## src/hdl/rld_pkg.sv

```systemverilog
package rld_pkg;

    // controller states
    typedef enum logic [0:0] {
        ST_TAKE = 1'b0,
        ST_RUN  = 1'b1
    } t_state;

    // decoder position within the encoded stream
    typedef enum logic [1:0] {
        MODE_LEN = 2'd0,
        MODE_LIT = 2'd1,
        MODE_REP = 2'd2,
        MODE_EOD = 2'd3
    } t_mode;

    // result status codes
    typedef enum logic [1:0] {
        STATUS_DATA  = 2'd0,
        STATUS_EOD   = 2'd1,
        STATUS_CLEAN = 2'd2,
        STATUS_TRUNC = 2'd3
    } t_status;

    // length byte that marks end of data
    localparam logic [7:0] EOD_CODE = 8'd128;
    // repeat count is REP_BASE minus the length byte
    localparam logic [8:0] REP_BASE = 9'd257;
    // decoded bytes carried by one full result
    localparam logic [7:0] CHUNK = 8'd2;

    typedef struct packed {
        logic take;   // accept the input byte this cycle
        logic step;   // emit one chunk of the current repeat run
    } t_cmd;

    typedef struct packed {
        logic out_free;   // output register can be loaded this cycle
        logic mode_rep;   // next input byte is a repeat byte
        logic run_final;  // next chunk finishes the repeat run
    } t_dp_status;

endpackage

```

## src/hdl/rld_ctrl.sv

```systemverilog
module rld_ctrl (
    input  logic                  i_clk,
    input  logic                  i_rst_n,
    input  logic                  i_in_valid,
    input  rld_pkg::t_dp_status   i_stat,
    output rld_pkg::t_cmd         o_cmd,
    output logic                  o_in_ready
);

    rld_pkg::t_state r_state;
    rld_pkg::t_state n_state;

    always_ff @(posedge i_clk) begin
        if (!i_rst_n) begin
            r_state <= rld_pkg::ST_TAKE;
        end else begin
            r_state <= n_state;
        end
    end

    always_comb begin
        n_state    = r_state;
        o_cmd      = '0;
        o_in_ready = 1'b0;
        unique case (r_state)
            rld_pkg::ST_TAKE: begin
                o_in_ready = i_stat.out_free;
                o_cmd.take = i_in_valid && i_stat.out_free;
                if (o_cmd.take && i_stat.mode_rep) begin
                    n_state = rld_pkg::ST_RUN;
                end
            end
            rld_pkg::ST_RUN: begin
                o_cmd.step = i_stat.out_free;
                if (o_cmd.step && i_stat.run_final) begin
                    n_state = rld_pkg::ST_TAKE;
                end
            end
            default: begin
                n_state = rld_pkg::ST_TAKE;
            end
        endcase
    end

endmodule

```

## src/hdl/rld_datapath.sv

```systemverilog
module rld_datapath (
    input  logic                  i_clk,
    input  logic                  i_rst_n,
    input  rld_pkg::t_cmd         i_cmd,
    input  logic [7:0]            i_in_byte,
    input  logic                  i_in_last,
    input  logic                  i_out_ready,
    output rld_pkg::t_dp_status   o_stat,
    output logic                  o_out_valid,
    output logic [7:0]            o_out_byte_a,
    output logic [7:0]            o_out_byte_b,
    output logic [1:0]            o_out_count,
    output logic                  o_run_last,
    output logic [1:0]            o_status
);

    rld_pkg::t_mode   r_mode, n_mode;
    logic [7:0]       r_rem, n_rem;
    logic [7:0]       r_rep_byte, n_rep_byte;
    logic             r_rep_last, n_rep_last;
    logic             r_out_valid, n_out_valid;
    logic [7:0]       r_out_a, n_out_a;
    logic [7:0]       r_out_b, n_out_b;
    logic [1:0]       r_out_count, n_out_count;
    logic             r_out_run_last, n_out_run_last;
    rld_pkg::t_status r_out_status, n_out_status;

    logic             ld;
    logic [7:0]       lit_rem;
    logic [7:0]       chunk;
    logic [7:0]       rem_after;
    logic [8:0]       rep_len;

    assign rep_len = rld_pkg::REP_BASE - {1'b0, i_in_byte};

    always_ff @(posedge i_clk) begin
        if (!i_rst_n) begin
            r_mode      <= rld_pkg::MODE_LEN;
            r_rem       <= '0;
            r_rep_last  <= 1'b0;
            r_out_valid <= 1'b0;
        end else begin
            r_mode      <= n_mode;
            r_rem       <= n_rem;
            r_rep_last  <= n_rep_last;
            r_out_valid <= n_out_valid;
        end
    end

    always_ff @(posedge i_clk) begin
        r_rep_byte     <= n_rep_byte;
        r_out_a        <= n_out_a;
        r_out_b        <= n_out_b;
        r_out_count    <= n_out_count;
        r_out_run_last <= n_out_run_last;
        r_out_status   <= n_out_status;
    end

    always_comb begin
        n_mode         = r_mode;
        n_rem          = r_rem;
        n_rep_byte     = r_rep_byte;
        n_rep_last     = r_rep_last;
        n_out_valid    = r_out_valid && !i_out_ready;
        n_out_a        = r_out_a;
        n_out_b        = r_out_b;
        n_out_count    = r_out_count;
        n_out_run_last = r_out_run_last;
        n_out_status   = r_out_status;
        ld             = 1'b0;
        lit_rem        = r_rem - {7'd0, (r_rem != 8'd0)};
        chunk          = (r_rem >= rld_pkg::CHUNK) ? rld_pkg::CHUNK : 8'd1;
        rem_after      = r_rem - chunk;

        if (i_cmd.take) begin
            n_out_a      = '0;
            n_out_b      = '0;
            n_out_count  = '0;
            n_out_status = rld_pkg::STATUS_DATA;
            unique case (r_mode)
                rld_pkg::MODE_LEN: begin
                    if (i_in_byte < rld_pkg::EOD_CODE) begin
                        n_mode = rld_pkg::MODE_LIT;
                        n_rem  = i_in_byte + 8'd1;
                    end else if (i_in_byte > rld_pkg::EOD_CODE) begin
                        n_mode = rld_pkg::MODE_REP;
                        n_rem  = rep_len[7:0];
                    end else begin
                        n_mode       = rld_pkg::MODE_EOD;
                        n_rem        = '0;
                        ld           = 1'b1;
                        n_out_status = rld_pkg::STATUS_EOD;
                    end
                end
                rld_pkg::MODE_LIT: begin
                    ld          = 1'b1;
                    n_out_a     = i_in_byte;
                    n_out_count = 2'd1;
                    n_rem       = lit_rem;
                    if (lit_rem == 8'd0) begin
                        n_mode = rld_pkg::MODE_LEN;
                    end
                end
                rld_pkg::MODE_REP: begin
                    // results follow in the run state
                    n_rep_byte = i_in_byte;
                    n_rep_last = i_in_last;
                end
                rld_pkg::MODE_EOD: begin
                    // skip bytes until the source ends
                end
                default: begin
                    n_mode = rld_pkg::MODE_LEN;
                end
            endcase
            // source end outside a repeat run closes here
            if (i_in_last && r_mode != rld_pkg::MODE_REP) begin
                ld = 1'b1;
                if (n_rem != 8'd0 &&
                    (n_mode == rld_pkg::MODE_LIT || n_mode == rld_pkg::MODE_REP)) begin
                    n_out_status = rld_pkg::STATUS_TRUNC;
                end else begin
                    n_out_status = rld_pkg::STATUS_CLEAN;
                end
                n_mode = rld_pkg::MODE_LEN;
                n_rem  = '0;
            end
            if (ld) begin
                n_out_valid    = 1'b1;
                n_out_run_last = 1'b1;
            end
        end else if (i_cmd.step) begin
            n_out_valid    = 1'b1;
            n_out_a        = r_rep_byte;
            n_out_b        = (chunk == rld_pkg::CHUNK) ? r_rep_byte : 8'd0;
            n_out_count    = chunk[1:0];
            n_out_run_last = (rem_after == 8'd0);
            n_out_status   = (rem_after == 8'd0 && r_rep_last) ?
                             rld_pkg::STATUS_CLEAN : rld_pkg::STATUS_DATA;
            n_rem          = rem_after;
            if (rem_after == 8'd0) begin
                n_mode     = rld_pkg::MODE_LEN;
                n_rep_last = 1'b0;
            end
        end
    end

    assign o_stat.out_free  = !r_out_valid || i_out_ready;
    assign o_stat.mode_rep  = (r_mode == rld_pkg::MODE_REP);
    assign o_stat.run_final = (r_rem <= rld_pkg::CHUNK);

    assign o_out_valid  = r_out_valid;
    assign o_out_byte_a = r_out_a;
    assign o_out_byte_b = r_out_b;
    assign o_out_count  = r_out_count;
    assign o_run_last   = r_out_run_last;
    assign o_status     = r_out_status;

endmodule

```

## src/hdl/run_length_decoder.sv

```systemverilog
// run-length decoder for the classic page-description-language scheme
//
// input channel: one encoded byte per transfer (i_in_byte) with i_in_last
// marking the final byte of the source. output channel: one result per
// transfer with up to two decoded bytes, their count, a flag on the last
// result that an input byte caused, and a status code (data, end-of-data
// marker, clean source end, truncated run).
//
// results are registered: each lands in the output register at the clock edge
// of the input transfer or run step that makes it. throughput: length and
// literal bytes go at one per cycle while the output register is free. a
// repeat byte holds the input until its run, n bytes long (2 to 128), has
// gone out, as the controller walks the run one two-byte chunk per cycle,
// odd tail alone, through the single output register while it is free.
//
// reset: synchronous, active low; the decoder returns to expecting a length
// byte and the output register empties. a stalled receiver holds the output
// register, which stops the run sequencer and drops o_in_ready, so nothing
// is lost; input is taken again the cycle the output register frees up.
module run_length_decoder (
    input  logic       i_clk,
    input  logic       i_rst_n,
    input  logic       i_in_valid,
    output logic       o_in_ready,
    input  logic [7:0] i_in_byte,
    input  logic       i_in_last,
    output logic       o_out_valid,
    input  logic       i_out_ready,
    output logic [7:0] o_out_byte_a,
    output logic [7:0] o_out_byte_b,
    output logic [1:0] o_out_count,
    output logic       o_run_last,
    output logic [1:0] o_status
);

    // command and status between sequencer and datapath
    rld_pkg::t_cmd       w_cmd;
    rld_pkg::t_dp_status w_stat;

    // sequencer: takes bytes, walks repeat runs
    rld_ctrl u_ctrl (
        .i_clk      (i_clk),
        .i_rst_n    (i_rst_n),
        .i_in_valid (i_in_valid),
        .i_stat     (w_stat),
        .o_cmd      (w_cmd),
        .o_in_ready (o_in_ready)
    );

    // datapath: decoder mode, run counter, output register
    rld_datapath u_dp (
        .i_clk        (i_clk),
        .i_rst_n      (i_rst_n),
        .i_cmd        (w_cmd),
        .i_in_byte    (i_in_byte),
        .i_in_last    (i_in_last),
        .i_out_ready  (i_out_ready),
        .o_stat       (w_stat),
        .o_out_valid  (o_out_valid),
        .o_out_byte_a (o_out_byte_a),
        .o_out_byte_b (o_out_byte_b),
        .o_out_count  (o_out_count),
        .o_run_last   (o_run_last),
        .o_status     (o_status)
    );

    // taking a byte and stepping a run never overlap
    a_cmd_excl: assert property (@(posedge i_clk) disable iff (!i_rst_n)
        !(w_cmd.take && w_cmd.step))
        else $error("take and step asserted together");

    // a run step follows a repeat byte only
    a_step_mode: assert property (@(posedge i_clk) disable iff (!i_rst_n)
        w_cmd.step |-> w_stat.mode_rep)
        else $error("run step outside repeat mode");

    // an empty result is always the last one of its input
    a_empty_last: assert property (@(posedge i_clk) disable iff (!i_rst_n)
        (o_out_valid && o_out_count == 2'd0) |-> o_run_last)
        else $error("empty result without run_last");

    // neither a take nor a run step overwrites a loaded result while stalled
    a_step_free: assert property (@(posedge i_clk) disable iff (!i_rst_n)
        (w_cmd.step || w_cmd.take) |-> (!o_out_valid || i_out_ready))
        else $error("output register overwritten while stalled");

endmodule

```

## config.mk

```make
export PLATFORM = sky130hd
export DESIGN_NAME = run_length_decoder
export DESIGN_NICKNAME = d
export VERILOG_FILES = /design/src/hdl/rld_pkg.sv /design/src/hdl/rld_ctrl.sv /design/src/hdl/rld_datapath.sv /design/src/hdl/run_length_decoder.sv
export SDC_FILE = /design/constraint.sdc
export NUM_CORES = 1
export LEC_CHECK = 0
export BUFFER_PORTS_ARGS = -buffer_cell sky130_fd_sc_hd__buf_2
export CAP_MARGIN = 10
export CORE_ASPECT_RATIO = 1.1
export CORE_MARGIN = 8
export CORE_UTILIZATION = 57
export CTS_CLUSTER_SIZE = 16
export DETAILED_ROUTE_END_ITERATION = 10
export PLACE_DENSITY = 0.85
export SYNTH_ARGS = -nofsm -noshare
export SYNTH_HDL_FRONTEND = slang
export SYNTH_SLANG_ARGS = --single-unit
```

## constraint.sdc

```tcl
create_clock -name i_clk -period 4.5 [get_ports i_clk]
set_input_delay 0.675 -clock i_clk [delete_from_list [all_inputs] [get_ports i_clk]]
set_output_delay 0.675 -clock i_clk [all_outputs]
set_load 0.02 [all_outputs]
```

# After elaboration in Yosys (flattened, before gate mapping)
# Index checks and enable logic that the tools add are counted.
[totals]
reg_bits = 42
in_bits = 13
output_inout_bits = 23
[op_classes]
add_sub_neg = 4
n_lt_le_gt_ge = 4
eq_ne = 8
muxes = 53
n_bitwise = 1
reduce_logical = 22
[op_table]
columns = ["cell", "n"]
rows = [
  ["$mux W8", 10],
  ["$mux W2", 16],
  ["$mux W1", 23],
  ["$logic_not A8 Y1", 2],
  ["$pmux W8 S2", 1],
  ["$reduce_bool A8 Y1", 2],
  ["$add A8 B1 Y8 const B", 1],
  ["$eq A8 B2 Y1 const B", 1],
  ["$ge A8 B2 Y1 const B", 1],
  ["$gt A8 B8 Y1 const B", 1],
  ["$le A8 B2 Y1 const B", 1],
  ["$lt A8 B8 Y1 const B", 1],
  ["$sub A1 B8 Y8 const A", 1],
  ["$sub A8 B1 Y8", 1],
  ["$sub A8 B8 Y8", 1],
  ["$logic_and A1 B1 Y1", 7],
  ["$reduce_and A2 Y1", 3],
  ["$eq A2 B1 Y1 const B", 2],
  ["$eq A2 B2 Y1 const B", 2],
  ["$ne A2 B1 Y1 const B", 2],
  ["$pmux W1 S2", 2],
  ["$pmux W2 S2", 1],
  ["$reduce_bool A2 Y1", 2],
  ["$reduce_and A3 Y1", 1],
  ["5 further kinds", 7],
]

# Depth between registers and ports, before layout
[depth]
ltp_word = 12
mapped_depth = 14

# Cells and area by module
# Synthesis repeated with hierarchy kept, for this count alone.
[unflattened]
hier_cells = 293
area_unflattened_um2 = 2595.0
[modules_own_cells]
columns = ["mod", "n_inst", "cells_each", "area_per_inst_um2", "seq_area_each_um2"]
rows = [
  ["rld_datapath", 1, 286, 2534.9, 1031.0],
  ["rld_ctrl", 1, 7, 60.1, 20.0],
]

# Worst setup path before layout
# OpenSTA, ideal clock, no wires.
[synth_path]
kind = "reg2reg"
startpoint = "register u_dp.r_rem[4]"
endpoint = "register u_dp.r_out_status[0], in the netlist u_dp.o_status[0] (data pin)"
t_arrival_ps = 2850
required_time_ps = 4236
slack_ps = 1386
stages_incl_launch_ff = 15
n_path_buf = 2
period_less_slack_ps = 3114
cell_sequence = "dfxtp_1 clkbuf_1 nor4_1 nand2_1 clkbuf_1 inv_1 nand2_1 ha_1 ha_1 or3b_2 nand3_1 o311ai_0 a311o_1 nor4b_2 a31oi_1"
[synth_via]
elab_chain_len = 12
elab_cells_between_ends = 16
cone_classes = "1 x add/sub; 2 x eq/ne; 8 x mux; 5 x reduce/logical"
[synth_lines]
columns = ["item", "line_no", "rtl"]
rows = [
  ["from (decl)", "rld_datapath.sv:18", "logic [7:0] r_rem, n_rem;"],
  ["from (signal assigned)", "rld_datapath.sv:44", "r_rem <= n_rem;"],
  ["$reduce_bool A8 Y1", "rld_datapath.sv:71", "lit_rem = r_rem - {7'd0, (r_rem != 8'd0)};"],
  ["$sub A8 B1 Y8", "rld_datapath.sv:71", ""],
  ["$logic_not A8 Y1", "rld_datapath.sv:100", "if (lit_rem == 8'd0) begin"],
  ["$mux W2", "rld_datapath.sv:100", ""],
  ["$pmux W2 S2", "rld_datapath.sv:80", "unique case (r_mode)"],
  ["$mux W2", "rld_datapath.sv:75", "if (i_cmd.take) begin"],
  ["$eq A2 B1 Y1 / $eq A2 B2 Y1 (equally long branches)", "rld_datapath.sv:120", "(n_mode == rld_pkg::MODE_LIT || n_mode == rld_pkg::MODE_REP)) begin"],
  ["$logic_or A1 B1 Y1", "rld_datapath.sv:120", ""],
  ["$logic_and A1 B1 Y1 *", "rld_datapath.sv:119", "if (n_rem != 8'd0 &&"],
  ["$mux W1 *", "rld_datapath.sv:119", ""],
  ["$mux W2 *", "rld_datapath.sv:117", "if (i_in_last && r_mode != rld_pkg::MODE_REP) begin"],
  ["$mux W2 *", "rld_datapath.sv:75", ""],
  ["to (signal assigned)", "rld_datapath.sv:56", "r_out_status <= n_out_status;"],
  ["to (decl)", "rld_datapath.sv:26", "rld_pkg::t_status r_out_status, n_out_status;"],
]
# Every way passes the cells marked *; elsewhere a longest branch is shown, timed or not. The select of a mux whose other input is x is not followed.
# A chain may end at the register's enable or synchronous reset.

# Worst setup path after layout
# Same ends and word-level chain as after synthesis.

==> impl_metrics.py <==
metrics = {
    "run_status": {
        "status": "finished, final reports clean",
    },
    "yosys": {
        "netlist_area_sq_um": 2600,
        "syn_inst": 309,
        "yosysWarnings": 0,
        "syn_nets": 330,
        "yosysSeqAreaShare_pct": 40.4,
        "synth-seq-cells": 42,
        "synthFlopType": "edfxtp_1",
        "synth_edf_count": 21,
        "synth.distinct_cells": 57,
        "syn_area_per_cell_sq_um": 8.42,
        "async_reset_ff_share_pct": 0,
    },
    "floorplanning": {
        "die-area_sq_um": 6990,
        "initial_utilization_pct": 59.9,
        "core.rowCount": 25,
        "die_x_um": 80.4,
        "io_pins": 36,
        "dieHeight_um": 86.9,
        "coreArea_sq_um": 4350,
    },
    "critical_path": {
        "crit_start": "u_dp.r_rem[4]",
        "r2r-start": "u_dp.r_rem[4]",
        "arrival_ns": 3.49,
        "worstPathRequired_ns": 4.55,
        "crit_path_start_kind": "register",
        "critPathCaptureType": "register",
        "r2r.worst_path.cells": 12,
        "path_class": "register to register",
        "worst-path-max-fanout": 12,
    },
    "clock_network": {
        "post-cts-setup-buffers": 0,
        "cts_tree": "yes",
        "cts_buffer_depth": 2,
        "clk_pin_slew_worst_paths_ns": 0.09,
        "h-tree-depth": 2,
        "cts.sinks": 42,
        "cts.repair.resized": 0,
        "cts_buffers": 5,
        "hold_buffers": 0,
        "root_buffer": "clkbuf_8",
        "clk_latency_ns": 0.30,
    },
    "sta": {
        "finalClockSkew_ns": 0.00788,
        "period_needed_ns": 3.44,
        "max_slew.worst_pin.slew_ns": 0.850,
        "setup_violations": 0,
        "drv_slew": 0,
        "setup-tns-final_ns": 0,
        "max_slew_margin_pct": 43.1,
        "min_period_over_period_pct": 76.4,
        "hold_viol": 0,
        "whs_ns": 0.456,
        "fmax_mhz": 291,
        "rsz0062_at_grt": "no",
    },
    "drt": {
        "via_per_inst": 6.61,
        "wl_per_cell_um": 18.9,
        "vias": 2537,
        "route.detailed.drc": 0,
        "drtPass1Iterations": 5,
        "routed_wl_mm": 7.25,
        "ant_nets": 0,
        "drtIter0Drc": 260,
    },
    "placed_design": {
        "dp_hpwl_mm": 5.17,
        "io_buffers": 35,
        "globalplace.congestion": 0.997,
        "place_area_sq_um": 2760,
    },
    "min_path": {
        "min-delay-path-class": "register to register",
        "holdPathStages": 2,
        "worstHoldStart": "u_dp.o_out_byte_b[4]",
    },
    "global_route": {
        "grt_antenna_before_repair": 0,
        "grt_pass1_wl_mm": 11.6,
        "grtUsageTotal_pct": 20.9,
        "grt_overflow": 0,
        "grt_max_degree": 24,
        "grt_pass1_vias": 2391,
    },
    "final_layout": {
        "final_cell_mix": "nand2_1 (47), buf_2 (35), nand3_1 (24)",
        "drive_above_1_share_pct": 15.8,
        "syn_to_final_growth_pct": 10.4,
        "layout_commonest_cell": "nand2_1",
        "fin_util_pct": 66.1,
        "finalInstanceArea_sq_um": 2870,
        "fin_nets": 350,
        "n_antenna_cell": 0,
    },
    "job": {
        "cap_violations": 0,
    },
    "power": {
        "ir_worst_vdd_v": 0.000175,
        "leakagePower_uw": 0.00110,
        "power.density_nw_per_um2": 385,
    },
}
registers in the layout (all words and copies together), names as in the netlist:
name / count
u_dp.r_rep_last: 1
u_dp.o_out_valid: 1
u_dp.o_run_last: 1
u_dp.o_out_byte_a: 8
u_ctrl.r_state: 1
u_dp.r_rem: 8
u_dp.r_rep_byte: 8
u_dp.o_out_byte_b: 8
u_dp.o_status: 2
u_dp.o_out_count: 2
u_dp.r_mode: 2
power breakdown:
group | switching, uW | internal, uW | leakage [uW]
clock | 137 | 166 | 0.0000514
sequential | 26.9 | 431 | 0.000373
combinational | 220 | 127 | 0.000679
total | 384 | 723 | 0.00110
final cells by class:
class | instances | area (sq um)
inverter | 13 | 48.8
fill | 344 | 1480
clock buffer | 6 | 72.6
multi-input combinational | 231 | 1410
clock inverter | 2 | 37.5
timing repair buffer | 36 | 183
sequential | 42 | 1050
tap | 54 | 67.6
per-layer routing:
metal  vias to the layer above  global-route usage (%)  wire length (um)
met1                      1189                    25.3              2810
met5                         -                       0                 0
li1                       1177                       -                 -
met2                       144                    33.9              3540
met3                        27                    3.00               615
met4                         0                    12.6               286
cells in the mapped netlist, types with 5 or more instances:
library cell | n | area share (%)
a31oi_1 | 8 | 1.9
edfxtp_1 | 21 | 24
nand3_1 | 24 | 4.6
inv_1 | 13 | 1.9
ha_1 | 7 | 3.4
nand2b_1 | 6 | 1.4
clkbuf_1 | 20 | 2.9
dfxtp_1 | 21 | 16
nor2b_1 | 5 | 1.2
nor4_1 | 5 | 1.2
a21oi_1 | 23 | 4.4
nand2_1 | 47 | 6.8
o21ai_0 | 12 | 2.3
nor3_1 | 5 | 0.96
nor2_1 | 19 | 2.7
logic make-up (layout without fill, tap and decap cells):
logic type	after synthesis	in the layout	share of synthesized area, %
AOI/OAI and AO/OA	80	80	20.5
and+or+nand+nor	136	136	27.0
muxes	2	2	0.769
buffers and inverters	36	57	5.53
xor gates and xnor gates	5	5	1.68
adders and majority gates	8	8	4.13
DFF	42	42	40.4
worst max-delay path, cell delays in order, from the launching register on:
cell and delay, ns:
dfxtp_1 0.42, nor4_1 0.55, nand2_1 0.42, inv_1 0.23
nand2_1 0.08, ha_1 0.20, ha_1 0.23, nor2b_1 0.18
nor4b_1 0.34, nand3_1 0.17, a31oi_1 0.20, or3_1 0.13
a31oi_1 0.04
through the flow:
step / instances / setup slack (ns) / power [uW]
2_1_floorplan: 309 / 1.39 / 712
3_3_place_gp: 376 / 1.33 / 792
3_5_place_dp: 376 / 1.20 / 801
4_1_cts: 384 / 1.18 / 1100
5_1_grt: 384 / 0.836 / 1160
6_report: 384 / 1.06 / 1110
path summary, 6_finish.rpt:
check	endpoint	slack, ns
setup reg to reg	u_dp.o_status[0]	1.06
hold reg to reg	u_dp.o_out_byte_b[4]	0.46
hold / removal	u_dp.o_out_byte_b[4]	0.46
setup / recovery	u_dp.o_status[0]	1.06
(Power assumes the default switching activity.)
